===== src/sv/assert_macros.svh =====
// ----------------------------------------------------------------------------
// Assertion macros
// Clocked concurrent assertion helpers shared by the RTL.
// ----------------------------------------------------------------------------
`ifndef ASSERT_MACROS_SVH
`define ASSERT_MACROS_SVH

// assert on the rising edge, off while reset is asserted
`define ASSERT_CLK(lbl, ck, rst_n, prop) \
	lbl: assert property (@(posedge ck) disable iff (!rst_n) prop) \
		else $error("assertion failed: lbl");

// assert on the block clock and reset
`define ASSERT_TOP(lbl, prop) \
	`ASSERT_CLK(lbl, clk, arst_n, prop)

`endif


===== src/sv/fsdp_pkg.sv =====
// ----------------------------------------------------------------------------
// fsdp_pkg
// Constants shared by the decimal printer modules.
// ----------------------------------------------------------------------------
package fsdp_pkg;

	localparam int unsigned VAL_W     = 32;
	localparam int unsigned DIG_MAX   = 10;
	localparam int unsigned DIG_IDX_W = 4;
	localparam int unsigned REC_SHIFT = 35;

	localparam logic [VAL_W-1:0] RECIP_TEN = 32'hCCCC_CCCD;
	localparam logic [VAL_W-1:0] CNT_MAX   = 32'hFFFF_FFFF;

	localparam logic [7:0] CHAR_NUL   = 8'h00;
	localparam logic [7:0] CHAR_PCT   = 8'h25;
	localparam logic [7:0] CHAR_D     = 8'h64;
	localparam logic [7:0] CHAR_MINUS = 8'h2D;
	localparam logic [7:0] ASCII_ZERO = 8'h30;

endpackage


===== src/sv/fsdp_if.sv =====
// ----------------------------------------------------------------------------
// fsdp channels
// Valid/ready channels for format bytes and printed characters.
// ----------------------------------------------------------------------------
interface fsdp_fmt_if;
	logic               valid;
	logic               ready;
	logic [7:0]         fmt_byte;
	logic signed [31:0] arg_value;

	modport source(output valid, output fmt_byte, output arg_value, input ready);
	modport sink(input valid, input fmt_byte, input arg_value, output ready);
endinterface

interface fsdp_res_if;
	logic        valid;
	logic        ready;
	logic [7:0]  out_char;
	logic        is_char;
	logic        last;
	logic [31:0] total_count;

	modport source(output valid, output out_char, output is_char, output last,
		output total_count, input ready);
	modport sink(input valid, input out_char, input is_char, input last,
		input total_count, output ready);
endinterface


===== src/sv/fsdp_div10.sv =====
// ----------------------------------------------------------------------------
// fsdp_div10
// Shared divide-by-ten unit: registered reciprocal product, then quotient
// and remainder in the following cycle.
// ----------------------------------------------------------------------------
module fsdp_div10
	import fsdp_pkg::*;
(
	input  logic             clk,
	input  logic             load,
	input  logic [VAL_W-1:0] dividend,
	output logic [VAL_W-1:0] quot,
	output logic [3:0]       rem
);

	logic [2*VAL_W-1:0] prod_s1;
	logic [VAL_W-1:0]   dividend_s1;
	logic [VAL_W-1:0]   back;

	always_ff @(posedge clk) begin
		if (load) begin
			prod_s1     <= {{VAL_W{1'b0}}, dividend} * {{VAL_W{1'b0}}, RECIP_TEN};
			dividend_s1 <= dividend;
		end
	end

	assign quot = {{(REC_SHIFT-VAL_W){1'b0}}, prod_s1[2*VAL_W-1:REC_SHIFT]};
	assign back = dividend_s1 - {quot[VAL_W-4:0], 3'b000} - {quot[VAL_W-2:0], 1'b0};
	assign rem  = back[3:0];

endmodule


===== src/sv/format_string_decimal_printer_top.sv =====
// ----------------------------------------------------------------------------
// format_string_decimal_printer_top
// Printf-style formatter for plain bytes, %% and %d with a character count.
// ----------------------------------------------------------------------------
// Format bytes are taken one word at a time and only while the sequencer is
// idle. A plain byte, %% or the terminator is accepted, then loaded into the
// output register; a bare % or an unknown conversion is only accepted.
// A %d runs each digit through the shared divide-by-ten unit (registered
// reciprocal product, then remainder), then emits the optional sign and the
// digits, each output waiting while the result channel stalls. A zero byte
// reports the count, then clears it.
`include "assert_macros.svh"

module format_string_decimal_printer_top
	import fsdp_pkg::*;
(
	input logic        clk,
	input logic        arst_n,
	fsdp_fmt_if.sink   fmt,
	fsdp_res_if.source res
);

	typedef enum logic [2:0] {
		ST_IDLE,
		ST_ONE,
		ST_MUL,
		ST_REM,
		ST_SIGN,
		ST_DIGS
	} state_t;

	state_t               state_q;
	logic                 pend_q;
	logic [VAL_W-1:0]     cnt_q;
	logic [VAL_W-1:0]     cnt_inc;
	logic [VAL_W-1:0]     mag_q;
	logic [VAL_W-1:0]     arg_mag;
	logic                 neg_q;
	logic [3:0]           dig_q [DIG_MAX];
	logic [DIG_IDX_W-1:0] ndig_q;
	logic [DIG_IDX_W-1:0] idx_q;
	logic [7:0]           ch_q;
	logic                 is_ch_q;

	logic                 out_valid_q;
	logic [7:0]           out_char_q;
	logic                 out_is_char_q;
	logic                 out_last_q;
	logic [VAL_W-1:0]     out_total_q;

	logic                 slot_free;
	logic                 out_load;
	logic                 accept;
	logic                 div_load;
	logic [VAL_W-1:0]     div_quot;
	logic [3:0]           div_rem;

	assign slot_free = !out_valid_q || res.ready;
	assign out_load  = slot_free && (state_q inside {ST_ONE, ST_SIGN, ST_DIGS});
	assign accept    = fmt.valid && fmt.ready;
	assign cnt_inc   = (cnt_q == CNT_MAX) ? cnt_q : cnt_q + 1'b1;
	assign arg_mag   = fmt.arg_value[VAL_W-1] ? (~fmt.arg_value) + 1'b1 : fmt.arg_value;
	assign div_load  = (state_q == ST_MUL);

	fsdp_div10 u_div10 (
		.clk      (clk),
		.load     (div_load),
		.dividend (mag_q),
		.quot     (div_quot),
		.rem      (div_rem)
	);

	always_ff @(posedge clk or negedge arst_n) begin
		if (!arst_n) begin
			state_q     <= ST_IDLE;
			pend_q      <= 1'b0;
			cnt_q       <= '0;
			out_valid_q <= 1'b0;
			ndig_q      <= '0;
			idx_q       <= '0;
		end else begin
			if (out_load) begin
				out_valid_q <= 1'b1;
			end else if (res.ready) begin
				out_valid_q <= 1'b0;
			end
			case (state_q)
				ST_IDLE: begin
					if (accept) begin
						if (fmt.fmt_byte == CHAR_NUL) begin
							pend_q  <= 1'b0;
							ch_q    <= CHAR_NUL;
							is_ch_q <= 1'b0;
							state_q <= ST_ONE;
						end else if (pend_q) begin
							pend_q <= 1'b0;
							if (fmt.fmt_byte == CHAR_PCT) begin
								ch_q    <= CHAR_PCT;
								is_ch_q <= 1'b1;
								state_q <= ST_ONE;
							end else if (fmt.fmt_byte == CHAR_D) begin
								mag_q   <= arg_mag;
								neg_q   <= fmt.arg_value[VAL_W-1];
								ndig_q  <= '0;
								state_q <= ST_MUL;
							end
						end else if (fmt.fmt_byte == CHAR_PCT) begin
							pend_q <= 1'b1;
						end else begin
							ch_q    <= fmt.fmt_byte;
							is_ch_q <= 1'b1;
							state_q <= ST_ONE;
						end
					end
				end
				ST_ONE: begin
					if (slot_free) begin
						out_char_q    <= ch_q;
						out_is_char_q <= is_ch_q;
						out_last_q    <= 1'b1;
						if (is_ch_q) begin
							cnt_q       <= cnt_inc;
							out_total_q <= cnt_inc;
						end else begin
							cnt_q       <= '0;
							out_total_q <= cnt_q;
						end
						state_q <= ST_IDLE;
					end
				end
				ST_MUL: begin
					state_q <= ST_REM;
				end
				ST_REM: begin
					dig_q[ndig_q] <= div_rem;
					ndig_q        <= ndig_q + 1'b1;
					mag_q         <= div_quot;
					if (div_quot == '0) begin
						idx_q   <= ndig_q;
						state_q <= neg_q ? ST_SIGN : ST_DIGS;
					end else begin
						state_q <= ST_MUL;
					end
				end
				ST_SIGN: begin
					if (slot_free) begin
						out_char_q    <= CHAR_MINUS;
						out_is_char_q <= 1'b1;
						out_last_q    <= 1'b0;
						cnt_q         <= cnt_inc;
						out_total_q   <= cnt_inc;
						state_q       <= ST_DIGS;
					end
				end
				ST_DIGS: begin
					if (slot_free) begin
						out_char_q    <= ASCII_ZERO + {4'b0000, dig_q[idx_q]};
						out_is_char_q <= 1'b1;
						out_last_q    <= (idx_q == '0);
						cnt_q         <= cnt_inc;
						out_total_q   <= cnt_inc;
						if (idx_q == '0) begin
							state_q <= ST_IDLE;
						end else begin
							idx_q <= idx_q - 1'b1;
						end
					end
				end
				default: begin
					state_q <= ST_IDLE;
				end
			endcase
		end
	end

	assign fmt.ready       = (state_q == ST_IDLE);
	assign res.valid       = out_valid_q;
	assign res.out_char    = out_char_q;
	assign res.is_char     = out_is_char_q;
	assign res.last        = out_last_q;
	assign res.total_count = out_total_q;

	`ASSERT_TOP(a_ndig_range, ndig_q <= DIG_IDX_W'(DIG_MAX))
	`ASSERT_TOP(a_idx_in_digits, (state_q == ST_DIGS) |-> (idx_q < ndig_q))
	`ASSERT_TOP(a_report_clears, (state_q == ST_ONE && slot_free && !is_ch_q) |=> (cnt_q == '0))
	`ASSERT_TOP(a_report_form, (res.valid && !res.is_char) |-> (res.last && res.out_char == CHAR_NUL))

endmodule

===== src/flat_wrapper.sv =====
// flat-port wrapper written by rule: the top's interface ports become plain ports
module format_string_decimal_printer_top_flat import fsdp_pkg::*;
  (clk, arst_n, fmt_valid, fmt_fmt_byte, fmt_arg_value, fmt_ready, res_valid, res_out_char, res_is_char, res_last, res_total_count, res_ready);
  fsdp_fmt_if fmt_i ();
  fsdp_res_if res_i ();
  input logic clk;
  input logic arst_n;
  input wire logic [$bits(fmt_i.valid)-1:0] fmt_valid;
  input wire logic [$bits(fmt_i.fmt_byte)-1:0] fmt_fmt_byte;
  input wire logic [$bits(fmt_i.arg_value)-1:0] fmt_arg_value;
  output wire logic [$bits(fmt_i.ready)-1:0] fmt_ready;
  output wire logic [$bits(res_i.valid)-1:0] res_valid;
  output wire logic [$bits(res_i.out_char)-1:0] res_out_char;
  output wire logic [$bits(res_i.is_char)-1:0] res_is_char;
  output wire logic [$bits(res_i.last)-1:0] res_last;
  output wire logic [$bits(res_i.total_count)-1:0] res_total_count;
  input wire logic [$bits(res_i.ready)-1:0] res_ready;
  assign fmt_i.valid = fmt_valid;
  assign fmt_i.fmt_byte = fmt_fmt_byte;
  assign fmt_i.arg_value = fmt_arg_value;
  assign fmt_ready = fmt_i.ready;
  assign res_valid = res_i.valid;
  assign res_out_char = res_i.out_char;
  assign res_is_char = res_i.is_char;
  assign res_last = res_i.last;
  assign res_total_count = res_i.total_count;
  assign res_i.ready = res_ready;
  format_string_decimal_printer_top u_core (.clk(clk), .arst_n(arst_n), .fmt(fmt_i), .res(res_i));
endmodule

===== config.mk =====
export PLATFORM = sky130hd
export DESIGN_NAME = format_string_decimal_printer_top_flat
export DESIGN_NICKNAME = d
export VERILOG_FILES = /design/src/sv/fsdp_pkg.sv /design/src/sv/fsdp_if.sv /design/src/sv/fsdp_div10.sv /design/src/sv/format_string_decimal_printer_top.sv /design/src/flat_wrapper.sv
export VERILOG_INCLUDE_DIRS = /design/src /design/src/sv
export SDC_FILE = /design/constraint.sdc
export NUM_CORES = 1
export LEC_CHECK = 0
export ABC_AREA = 0
export BUFFER_PORTS_ARGS = -buffer_cell sky130_fd_sc_hd__buf_2
export CELL_PAD_IN_SITES_DETAIL_PLACEMENT = 1
export CELL_PAD_IN_SITES_GLOBAL_PLACEMENT = 1
export CORE_ASPECT_RATIO = 1.4
export CORE_MARGIN = 2
export CORE_UTILIZATION = 50
export CTS_BUF_LIST = sky130_fd_sc_hd__clkbuf_4
export CTS_CLUSTER_DIAMETER = 40
export DETAILED_ROUTE_END_ITERATION = 16
export PLACE_DENSITY_LB_ADDON = 0.1
export SLEW_MARGIN = 15
export SYNTH_ARGS = -nofsm -noshare
export SYNTH_HDL_FRONTEND = slang
export SYNTH_SLANG_ARGS = --single-unit

===== constraint.sdc =====
create_clock -name clk -period 14.05 [get_ports clk]
set_clock_uncertainty 0.05 [all_clocks]
set_input_delay 0.7025 -clock clk [delete_from_list [all_inputs] [get_ports clk]]
set_output_delay 0.7025 -clock clk [all_outputs]
set_load 0.02 [all_outputs]

==> flow_metrics.py, run 1 <==
metrics = {
    "placement": {
        "dp_hpwl_um": 76900,
        "place.gp.congestion": 0.981,
        "place_inst": 3313,
        "dp_slack_ns": 5.72,
        "port_buffers": 87,
    },
    "worst_setup_path": {
        "required_ns": 14.55,
        "crit_fanout": 10,
        "cp-start-kind": "register",
        "end_kind": "register",
        "path_class": "reg2reg",
        "arrival_ns": 8.92,
    },
    "yosys": {
        "synth_edf_count": 157,
        "ys.flop_type": "edfxtp_1",
        "synth_top_family_by_area": "adder cells",
        "ys_seq_area_frac": 0.220,
        "synthXorXnorAreaFrac": 0.0461,
        "synthMuxAreaShare": 0.00950,
        "synth_area_leaders": "fa_1 (29%), edfxtp_1 (18%), ha_1 (17%)",
        "synth_nets": 3357,
        "synth_area_leader_cell": "fa_1",
        "synth_cell_types": 80,
        "synthCells": 2568,
        "avgSynthCellArea_um2": 10.4,
        "synth_top_cell_area_share": 0.291,
        "synth-simple-area-share": 0.0820,
        "synth_adder_area_share": 0.460,
        "yosys_warnings": 0,
        "syn-cell-area_um2": 26600,
        "synth_compound_area_frac": 0.0895,
        "synth-seq-cells": 202,
        "ys_async_sr_fraction": 0.223,
    },
    "finish": {
        "multi_input_area_um2": 18300,
        "drive_gt1_frac": 0.0835,
        "area_growth_syn_to_layout_pct": 7.35,
        "nNetsFinal": 3449,
        "final_common_cell": "inv_1",
        "fillers": 5893,
        "final_cell_mix": "inv_1 (587), fa_1 (387), ha_1 (358), edfxtp_1 (157), nand2_1 (151)",
        "final_cells": 3424,
        "regArea_um2": 5840,
    },
    "sta": {
        "layout_setup_ws_ns": 5.63,
        "rsz0062_at_grt": "no",
        "report.final.setup_viol": 0,
        "clock.fmax_ghz": 0.119,
        "tightest_slew_ns": 1.15,
        "final_max_slew_viol_count": 0,
        "hold_viol_final": 0,
        "fin_crit_sh": 0.599,
        "final.setup.tns_ns": 0,
        "slew_headroom": 0.227,
        "fin_crit_ns": 8.42,
    },
    "floorplan": {
        "die_y_um": 277,
        "core.rowCount": 100,
        "io_pins": 88,
        "initial_core_util": 0.502,
        "core-area_um2": 52900,
        "dieArea_um2": 55100,
        "die_x_um": 199,
    },
    "global_route": {
        "grt_pass1_wl_um": 132000,
        "grt_overflow": 0,
        "grtUsageTotal": 0.329,
        "grt_max_degree": 67,
        "first_global_vias": 22000,
        "antenna_found_initial": 2,
    },
    "cts": {
        "clkSlewWorstSetupHoldPaths_ns": 0.07,
        "clockRootBuffer": "clkbuf_4",
        "post_cts_buffers": 0,
        "cts.sinks": 202,
        "cts_buffer_depth": 3,
        "cts_resized": 0,
        "h-tree-depth": 2,
        "clock_latency_ns": 0.80,
        "numCtsBuffers": 58,
        "cts_hold_buf": 1,
        "cts_tree": "built",
    },
    "drt": {
        "drcViolationCount": 0,
        "routed_wl_um": 87900,
        "first_iter_violations": 846,
        "wl_per_cell_um": 25.7,
        "route.vias.total": 19200,
        "via_per_inst": 5.61,
        "first_pass_iters": 7,
        "final_antenna_net_count": 0,
    },
    "worst_hold_path": {
        "holdCritPathClass": "in2reg",
    },
    "job": {
        "max-cap-violations": 0,
    },
    "outcome": {
        "status": "finished clean",
    },
}
==> worst max-delay path, cell delays in order, from the launching register on <==
cell and delay (ns):
edfxtp_1 0.60, ha_1 0.67, inv_1 0.15, fa_1 0.53, inv_1 0.07, fa_1 0.54
inv_1 0.07, fa_1 0.52, inv_1 0.06, fa_1 0.55, fa_1 0.46, fa_1 0.52
inv_1 0.06, fa_1 0.50, inv_1 0.05, ha_1 0.45, and3_1 0.27, and3_1 0.23
nand4_1 0.11, o32ai_1 0.58, o21ai_1 0.27, a31oi_1 0.37, o21ai_1 0.16, o21a_1 0.20
xnor2_1 0.12
==> path summary, 6_finish.rpt <==
path                             startpoint  slack (ns)                          to  depth (start not counted)
min                         fmt_fmt_byte[5]        0.20              u_core.ch_q[5]                          2
max reg2reg                u_core.mag_q[20]        5.63  u_core.u_div10.prod_s1[60]                         24
max                        u_core.mag_q[20]        5.63  u_core.u_div10.prod_s1[60]                         24
min in group asynchronous            arst_n        0.53            u_core.ndig_q[1]                          3
min reg2reg                  u_core.ch_q[5]        0.48      u_core.res.out_char[5]                          1
max in group asynchronous            arst_n       12.94            u_core.cnt_q[29]                          3
==> cell families (layout without fill, tap and decap cells) <==
| family | count (synthesis) | in the layout |
|---|---|---|
| adders and majority gates | 745 | 745 |
| buffers and inverters | 654 | 794 |
| and+or+nand+nor | 441 | 441 |
| AOI/OAI and AO/OA | 371 | 371 |
| DFF | 202 | 202 |
| xor gates and xnor gates | 140 | 140 |
| muxes | 15 | 15 |
| other | 0 | 2 |
==> per-stage QoR <==
| stage | cell area, um2 | utilization | hold slack (ns) |
|---|---|---|---|
| floorplan | 26600 | - | 0.357 |
| global placement | 27700 | 0.524 | 0.449 |
| detailed placement | 27700 | 0.524 | 0.466 |
| CTS | 28500 | 0.539 | 0.111 |
| global route | 28500 | 0.539 | 0.142 |
| finish | 28500 | 0.539 | 0.203 |
==> registers in the layout (all words and copies together) (netlist names) <==
register / count
u_core.res.is_char: 1
u_core.res.valid: 1
u_core.pend_q: 1
u_core.res.out_char: 8
u_core.u_div10.prod_s1: 31
u_core.ndig_q: 4
u_core.ch_q: 8
u_core.res.last: 1
u_core.is_ch_q: 1
u_core.dig_q: 40
u_core.state_q: 3
u_core.u_div10.dividend_s1: 2
u_core.neg_q: 1
u_core.res.total_count: 32
u_core.cnt_q: 32
u_core.mag_q: 32
u_core.idx_q: 4
==> cells in the mapped netlist, types with 11 or more instances <==
cell	n
a31oi_1	14
nand2_1	151
xor2_1	84
a21oi_1	78
ha_1	358
o21ai_1	15
o31ai_1	25
nor4_1	13
and3_1	22
nand4_1	21
dfrtp_1	45
nand2b_1	11
inv_1	587
xnor2_1	56
fa_1	387
nor2b_1	25
nor3_1	17
nor2_1	81
o21ai_0	114
nand3_1	45
edfxtp_1	157
and2_1	18
a21o_1	50
clkbuf_1	52
==> metal layers <==
layer / wire length, um / GRT usage / vias to the layer above
li1: - / - / 8580
met1: 30600 / 0.342 / 9911
met2: 47500 / 0.610 / 496
met3: 2630 / 0.0376 / 238
met4: 7280 / 0.226 / 0
met5: 0 / 0 / -
==> final cells by class <==
cell class	count	area share
antenna	2	0.000175
clock buffer	75	0.0197
clock inverter	33	0.00802
inverter	587	0.0772
multi-input combinational	1712	0.640
sequential	202	0.205
tap	714	0.0313
timing repair buffer	99	0.0185
Power of run 1 is not shown: default switching activity piles up to over one toggle a cycle in this logic, so the estimate is an artifact.
==> inputs of run 2 (changes only) <==
==> constraint.sdc (replaced) <==
create_clock -name clk -period 7.8 [get_ports clk]
set_clock_uncertainty 0.05 [all_clocks]
set_input_delay 0.39 -clock clk [delete_from_list [all_inputs] [get_ports clk]]
set_output_delay 0.39 -clock clk [all_outputs]
set_load 0.02 [all_outputs]
==> run 2 against run 1 <==
Final cell count is 2.7% higher. Highest routed layer unchanged. Wire length increased by 0.26%. Sequential share of layout area fell by 0.60 points. Core utilization up 1.6 points. Clock-buffer cell count decreased by 1. Die area unchanged.
==> flow_metrics.py, run 2 (synthesis gave the netlist of run 1 again) <==
metrics = {
    "outcome": {
        "status": "finished clean",
    },
    "worst_setup_path": {
        "crit_fanout": 5,
        "path_common_cell": "ha_1",
        "r2r-start": "u_core.mag_q[8]",
        "cp-start-kind": "register",
        "slowest_delay_ns": 0.59,
        "cp_cell_sequence": "ha_1 -> ha_1 -> xor2_1 -> ha_1 -> a21oi_1 -> fa_1 -> inv_1 -> fa_1 -> ha_1 -> fa_1 -> inv_1 -> fa_1 -> inv_1 -> ha_1 -> a21oi_2 -> a211oi_1 -> or4_4 -> a221oi_4 -> o2111ai_4 -> a311oi_4 -> o21ai_2 -> a21o_1 -> xor2_1",
        "reg2reg_to": "u_core.u_div10.prod_s1[58]",
        "end_kind": "register",
        "crit_start": "u_core.mag_q[8]",
        "slowest_stage": "edfxtp_1",
        "arrival_ns": 8.07,
        "path_buf_inv": 3,
        "required_ns": 8.26,
        "r2r_cells": 23,
        "path_class": "reg2reg",
        "reg2reg_slack_ns": 0.19,
        "cp_top_family": "adder cells",
    },
    "drt": {
        "route.vias.total": 19400,
        "wl_per_cell_um": 25.1,
        "final_antenna_net_count": 0,
        "drcViolationCount": 0,
        "via_per_inst": 5.52,
        "routed_wl_um": 88100,
        "first_pass_iters": 5,
        "first_iter_violations": 875,
    },
    "worst_hold_path": {
        "hold_depth": 1,
        "holdPathEnd": "u_core.neg_q",
        "holdCritPathClass": "in2reg",
        "hp-start": "fmt_arg_value[31]",
    },
    "finish": {
        "fin_area_um2": 29400,
        "nNetsFinal": 3542,
        "largest_reg_flops": 40,
        "fillers": 5909,
        "final_cell_mix": "inv_1 (587), fa_1 (387), ha_1 (348), edfxtp_1 (157), nand2_1 (151)",
        "final_common_cell": "inv_1",
        "drive_gt1_frac": 0.112,
        "regMostFlops": "u_core.dig_q",
        "area_growth_syn_to_layout_pct": 10.6,
        "final_core_util": 0.556,
    },
    "global_route": {
        "grt_overflow": 0,
        "grt_max_degree": 66,
        "first_global_vias": 22100,
        "antenna_found_initial": 2,
        "grt_pass1_wl_um": 133000,
        "grtUsageTotal": 0.332,
    },
    "floorplan": {
        "die_y_um": 277,
        "die_x_um": 199,
        "core.rowCount": 100,
        "io_pins": 88,
        "core-area_um2": 52900,
        "initial_core_util": 0.502,
        "dieArea_um2": 55100,
    },
    "placement": {
        "dp_hpwl_um": 76600,
        "port_buffers": 87,
        "place.gp.congestion": 1.01,
        "dpl_cell_area_um2": 28200,
    },
    "sta": {
        "report.final.setup_viol": 0,
        "hold_viol_final": 0,
        "fin_crit_sh": 0.976,
        "clock.fmax_ghz": 0.131,
        "slew_headroom": 0.0929,
        "tightest_slew_ns": 1.35,
        "final_max_slew_viol_count": 0,
        "hold_slack_ns": 0.105,
        "fin_crit_ns": 7.61,
    },
    "cts": {
        "cts_buffer_depth": 3,
        "cts.sinks": 202,
        "cts_tree": "built",
        "numCtsBuffers": 57,
        "clockRootBuffer": "clkbuf_4",
        "clock_latency_ns": 0.79,
        "clkSlewWorstSetupHoldPaths_ns": 0.06,
        "h-tree-depth": 2,
    },
    "job": {
        "max-cap-violations": 0,
    },
}
## run 2: cell count changes in the layout (fill, tap and decap cells not counted), sizes merged
cell,previous run,this run
bufinv,3,4
clkinvlp,2,0
dlygate4sd3,1,18
buf,98,175
clkinv,27,28
diode,2,3
clkbuf,75,74
## run 2: area by class of cell
| class | count | area (um2) | share of cell area |
|---|---|---|---|
| Sequential cell | 202 | 5840 | 0.199 |
| Tap cell | 714 | 893 | 0.0304 |
| Multi-Input combinational cell | 1712 | 18400 | 0.625 |
| Clock inverter | 33 | 253 | 0.00860 |
| Antenna cell | 3 | 7.51 | 0.000255 |
| Timing Repair Buffer | 193 | 1280 | 0.0434 |
| Inverter | 587 | 2200 | 0.0749 |
| Clock buffer | 74 | 556 | 0.0189 |
## run 2: per-stage QoR
step,setup WS (ns),cells,TNS [ns]
floorplan,0.883,2568,0
detailed placement,0.0699,3381,0
finish,0.188,3518,0
CTS,0.0288,3506,0
global route,-0.000565,3518,-0.000565
global placement,0.190,3381,0
## run 2: worst max-delay path by stage
stage                                             to  cells after the start  slack (ns)
after detailed placement  u_core.u_div10.prod_s1[60]                     24        0.07
after global placement    u_core.u_div10.prod_s1[63]                     22        0.19
after floorplan           u_core.u_div10.prod_s1[60]                     25        0.88
after global routing      u_core.u_div10.prod_s1[58]                     25     -0.0006
after CTS                 u_core.u_div10.prod_s1[60]                     24        0.03
final                     u_core.u_div10.prod_s1[58]                     23        0.19
## run 2: worst reg2reg max path, stage by stage (launching register included)
cell	delay (ns)
edfxtp_1	0.59
ha_1	0.49
ha_1	0.41
xor2_1	0.18
ha_1	0.20
a21oi_1	0.21
fa_1	0.45
inv_1	0.09
fa_1	0.40
ha_1	0.33
fa_1	0.54
inv_1	0.06
fa_1	0.57
inv_1	0.06
ha_1	0.36
a21oi_2	0.19
a211oi_1	0.10
or4_4	0.56
a221oi_4	0.37
o2111ai_4	0.24
a311oi_4	0.43
o21ai_2	0.13
a21o_1	0.20
xor2_1	0.13
## run 2: layer usage
metal | track usage | vias up | wire length, um
li1 | - | 8761 | -
met1 | 0.366 | 10000 | 31900
met2 | 0.611 | 451 | 47200
met3 | 0.0301 | 184 | 2610
met4 | 0.200 | 0 | 6470
met5 | 0 | - | 0
## run 2: timing repair
action                                  4_1_cts  5_1_grt
gates resized for setup                       0       18
endpoints found under the hold margin        65        0
endpoints found under the setup margin        0        8
hold buffers                                 18        0
setup buffers                                 0        9
Power of run 2 is left out for the same reason.
